### config.mk
export PLATFORM = sky130hd
export DESIGN_NAME = glmd_emit
export DESIGN_NICKNAME = d
export VERILOG_FILES = /design/src/glmd_pkg.sv /design/src/glmd_emit.sv
export SDC_FILE = /design/constraint.sdc
export NUM_CORES = 1
export LEC_CHECK = 0
export BUFFER_PORTS_ARGS = -buffer_cell sky130_fd_sc_hd__clkbuf_2
export CAP_MARGIN = 20
export CORE_MARGIN = 2
export CORE_UTILIZATION = 46
export CTS_CLUSTER_DIAMETER = 30
export DETAILED_ROUTE_END_ITERATION = 8
export PLACE_DENSITY = 0.84
export REMOVE_ABC_BUFFERS = 1
export SLEW_MARGIN = 0
export SYNTH_ARGS = -nofsm -noshare
export SYNTH_HDL_FRONTEND = slang
export SYNTH_SLANG_ARGS = --single-unit
### constraint.sdc
create_clock -name clk -period 1.9 [get_ports clk]
set_input_delay 0.285 -clock clk [delete_from_list [all_inputs] [get_ports clk]]
set_output_delay 0.285 -clock clk [all_outputs]
set_load 0.02 [all_outputs]
### src/glmd_pkg.sv
// ----------------------------------------------------------------------------
// glmd_pkg
// Shared types and constants of the 3x3 local-maximum detector.
// ----------------------------------------------------------------------------
package glmd_pkg;

    // width of the reported row and column indexes
    localparam int IDX_WIDTH = 10;

    // configuration port
    localparam int CFG_DATA_WIDTH  = 11;
    localparam int CFG_INDEX_WIDTH = 2;

    localparam logic [CFG_INDEX_WIDTH-1:0] REG_GRID_ROWS = 2'd0;
    localparam logic [CFG_INDEX_WIDTH-1:0] REG_GRID_COLS = 2'd1;

    // candidate cells decided by one word, in emission order
    localparam int HIT_UP_LEFT  = 0;  // (r-1, c-1)
    localparam int HIT_UP       = 1;  // (r-1, c)
    localparam int HIT_LEFT     = 2;  // (r, c-1)
    localparam int HIT_HERE     = 3;  // (r, c)
    localparam int HIT_COUNT    = 4;

    // maxima decided by one word, handed to the result queue
    typedef struct packed {
        logic [HIT_COUNT-1:0] hits;
        logic [IDX_WIDTH-1:0] row;
        logic [IDX_WIDTH-1:0] col;
    } peak_set_t;

endpackage

### src/glmd_emit.sv
// ----------------------------------------------------------------------------
// glmd_emit
// Result queue: holds the maxima decided by one word and sends them out
// one per cycle while out_ready is high, through a registered output.
// ----------------------------------------------------------------------------
module glmd_emit (
    input  logic                                clk,
    input  logic                                rst_n,
    input  logic                                load,
    input  glmd_pkg::peak_set_t                 set,
    output logic                                can_load,
    output logic                                out_valid,
    input  logic                                out_ready,
    output logic [glmd_pkg::IDX_WIDTH-1:0]      max_row,
    output logic [glmd_pkg::IDX_WIDTH-1:0]      max_col,
    output logic                                last_of_run
);

    logic [glmd_pkg::HIT_COUNT-1:0] pend_reg;
    logic [glmd_pkg::HIT_COUNT-1:0] pend_next;
    logic [glmd_pkg::HIT_COUNT-1:0] pick;
    logic [glmd_pkg::HIT_COUNT-1:0] pend_after;
    logic [glmd_pkg::IDX_WIDTH-1:0] row_reg;
    logic [glmd_pkg::IDX_WIDTH-1:0] col_reg;
    logic                           out_valid_reg;
    logic [glmd_pkg::IDX_WIDTH-1:0] max_row_reg;
    logic [glmd_pkg::IDX_WIDTH-1:0] max_col_reg;
    logic                           last_reg;
    logic                           slot_free;
    logic                           take;

    assign slot_free  = !out_valid_reg || out_ready;
    assign take       = slot_free && (pend_reg != '0);
    // lowest pending bit goes first
    assign pick       = pend_reg & (~pend_reg + 1'b1);
    assign pend_after = take ? (pend_reg & ~pick) : pend_reg;
    assign can_load   = (pend_after == '0);
    assign pend_next  = load ? set.hits : pend_after;

    always_ff @(posedge clk or negedge rst_n)
    begin
        if (!rst_n)
        begin
            pend_reg      <= '0;
            out_valid_reg <= 1'b0;
        end
        else
        begin
            pend_reg <= pend_next;
            if (take)
            begin
                out_valid_reg <= 1'b1;
            end
            else if (out_ready)
            begin
                out_valid_reg <= 1'b0;
            end
        end
    end

    always_ff @(posedge clk)
    begin
        if (load)
        begin
            row_reg <= set.row;
            col_reg <= set.col;
        end
        if (take)
        begin
            max_row_reg <= (pick[glmd_pkg::HIT_LEFT] || pick[glmd_pkg::HIT_HERE])
                         ? row_reg : row_reg - 1'b1;
            max_col_reg <= (pick[glmd_pkg::HIT_UP] || pick[glmd_pkg::HIT_HERE])
                         ? col_reg : col_reg - 1'b1;
            last_reg    <= (pend_after == '0);
        end
    end

    assign out_valid   = out_valid_reg;
    assign max_row     = max_row_reg;
    assign max_col     = max_col_reg;
    assign last_of_run = last_reg;

endmodule

==> metrics.txt <==
Layout Utilization=0.602; DR iter-0 viols=about 120; Final GP Congestion=0.772; die height=between 60 and 70 µm; Max Cap Viol=0; Final min period=1850 ps; maximum clock frequency=around 540 MHz; worst reg-to-reg path cell count=5; pre-CTS WS=approximately 48 ps; Final setup viols=0; VDD IR max=0.000385 V; ant diodes=0; crit-path cells=buf_6 > maj3_2 > o31ai_4 > clkbuf_8; DR vias/cell=4.85; WL/cell=~14 µm; Hold Crit Depth=1; # nets final=220; top cell type's share of synthesized area=0.653; slew margin rel.=0.559; CTS Buffer Depth=2; biggest area consumer among synthesized cells=edfxtp_1; Setup Skew=between 4 and 5 ps; Overflow after GRT=0; die area=~4600 µm²; std cell rows=23; CP Data Arrival Time=approximately 1600 ps; non-filler cells, final=about 240; Slew Limit Fails=0; IO Port Bufs=50; Synth Instances=roughly 130; leak pwr=0.966 nW; TNS Setup=0 ps; Hold Vio Cnt, Final=0; TritonCTS Sinks=46; Inst Count DP=230; EDFF count, synth=41; R2R setup slack=~70 ps; Hold Path Origin=set[13]; Synth Warn #=0; First-pass DRT Iterations=4; area grow syn2layout=26.7%; status=completed; crit path launch type=flip-flop; Worst Hold Class=in -> reg; Inserted Clock Buffers=5; top cells by count, synth=41 x edfxtp_1, 9 x nand2_1, 9 x nor2_1, 9 x xnor2_1, 9 x xor2_1; syn avg cell area=between 10 and 15 µm²; Post-DP HPWL=2450 µm; post-route setup slack=between 50 and 60 ps; Critical Path Slowest Stage Cell=dfrtp_1; Synth cell types=31; drt drc=0; Post-DRT Antenna Nets=0; maximum net fanout on the critical path=5; slew of the pin with the lowest slew margin=between 600 and 700 ps; CTS tree=built; Die Width=68.0 µm; I/O Pins=a little over 50; WL final=3350 µm; core footprint=between 3000 and 4000 µm²; WP data required=1620 ps; sequential cell area fraction in the yosys report=0.719; top_reg_cell synth=edfxtp_1; Top delay family on crit path=flip-flops; Placed Area=between 2000 and 2500 µm²; PD cells=about 900 nW/µm²; clk_lat worst skew=290 ps; first-pass GRT wire length=5280 µm; synth top area cells=edfxtp_1 65%, dfrtp_1 6.6%, xnor2_1 4.2%, xor2_1 4.2%, o21ai_0 1.9%; htree depth=2; Worst-path clk slew=80 ps; Crit Path Category=reg -> out; vias in the first global route=around 1200; asr flop ratio synth=0.109; DR vias=1170; Initial Util=0.475; Design Area, Final=2390 µm²; reg2reg start=pend_reg[2]; all-layer global routing usage=0.160; pin count of the biggest net entering global routing=29; CP Buf/Inv Count=2; Clk Tree Root Cell=clkbuf_8; hold slack=~170 ps; antenna violations before repair=0; power after layout=roughly 2.2 mW; Yosys reg bits=46; RR Endpoint=max_col[5]; synthesized area=about 1900 µm²; hold endpoint=row_reg[3]; layout cells sized above 1=0.387; top-count cell post-synth=edfxtp_1; max incr delay on CP=~420 ps; post-route clock period utilization=0.971; CP Capture Type=primary output; unrepaired setup endpoints after global routing=no
what timing repair did:
| action | in CTS | in global routing |
|---|---|---|
| hold buffers | 1 | 0 |
| buffers inserted | 1 | 1 |
| gates resized for setup | 9 | 4 |
| endpoints found under the hold margin | 5 | 0 |
| endpoints found under the setup margin | 1 | 5 |
| pin swaps | 1 | 3 |
worst max-delay path by stage:
stage	start	to	cells after the start
after global routing	pend_reg[2]	can_load	4
after global placement	pend_reg[1]	max_row[9]	2
final	pend_reg[2]	can_load	4
after floorplan	out_valid	last_of_run	2
after detailed placement	pend_reg[1]	max_col[7]	2
after CTS	pend_reg[2]	can_load	4
cells in the final DEF (no fill, tap or decap), types with 2 or more instances in the layout:
master,instances
xor2_1,9
dfrtp_1,5
nor2_1,9
xnor2_1,9
clkbuf_2,49
nor3_1,3
o21ai_0,7
nand2b_1,3
nand2_1,9
ha_1,2
buf_4,6
a21oi_1,2
edfxtp_1,41
inv_1,5
clkbuf_8,6
o311ai_1,2
layout make-up:
cell class / instances / area (µm²)
fillers: 317 / 1580
flip-flops and latches: 46 / 1360
multi-input cells: 74 / 546
repair buffers: 58 / 325
clock buffers: 6 / 72.6
well taps: 50 / 62.6
inverters: 5 / 18.8
clock inverters: 2 / 8.76
metal layers:
layer / global-route usage / up-vias / routed length, µm
met5: 0 / - / 0
met4: 0.0775 / 0 / 82
met3: 0.0329 / 7 / 111
met2: 0.266 / 25 / 1760
met1: 0.200 / 548 / 1400
li1: - / 590 / -
kinds of logic (layout without fill, tap and decap cells):
kind of cell | after synthesis | in the layout | synth area share
flops | 46 | 46 | 0.719
simple gates | 38 | 38 | 0.115
xor+xnor | 18 | 18 | 0.0836
compound gates | 15 | 15 | 0.0484
buf+inv | 7 | 71 | 0.0153
fa+ha+maj | 3 | 3 | 0.0186
where the power goes:
group          leakage, nW  internal [mW]  switching [mW]
clock network       0.0426          0.253           0.291
logic                0.464          0.145           0.221
registers            0.459           1.23          0.0523
total                0.966           1.63           0.564
worst register-to-register path, delay by kind of cell, from the launching register on:
kind	cells	cell delay, ps
AND/OR/NAND/NOR	3	890
flip-flops	1	410
XOR/XNOR	1	150
buffers and inverters	1	140
Power figures use the tool's default switching activity.
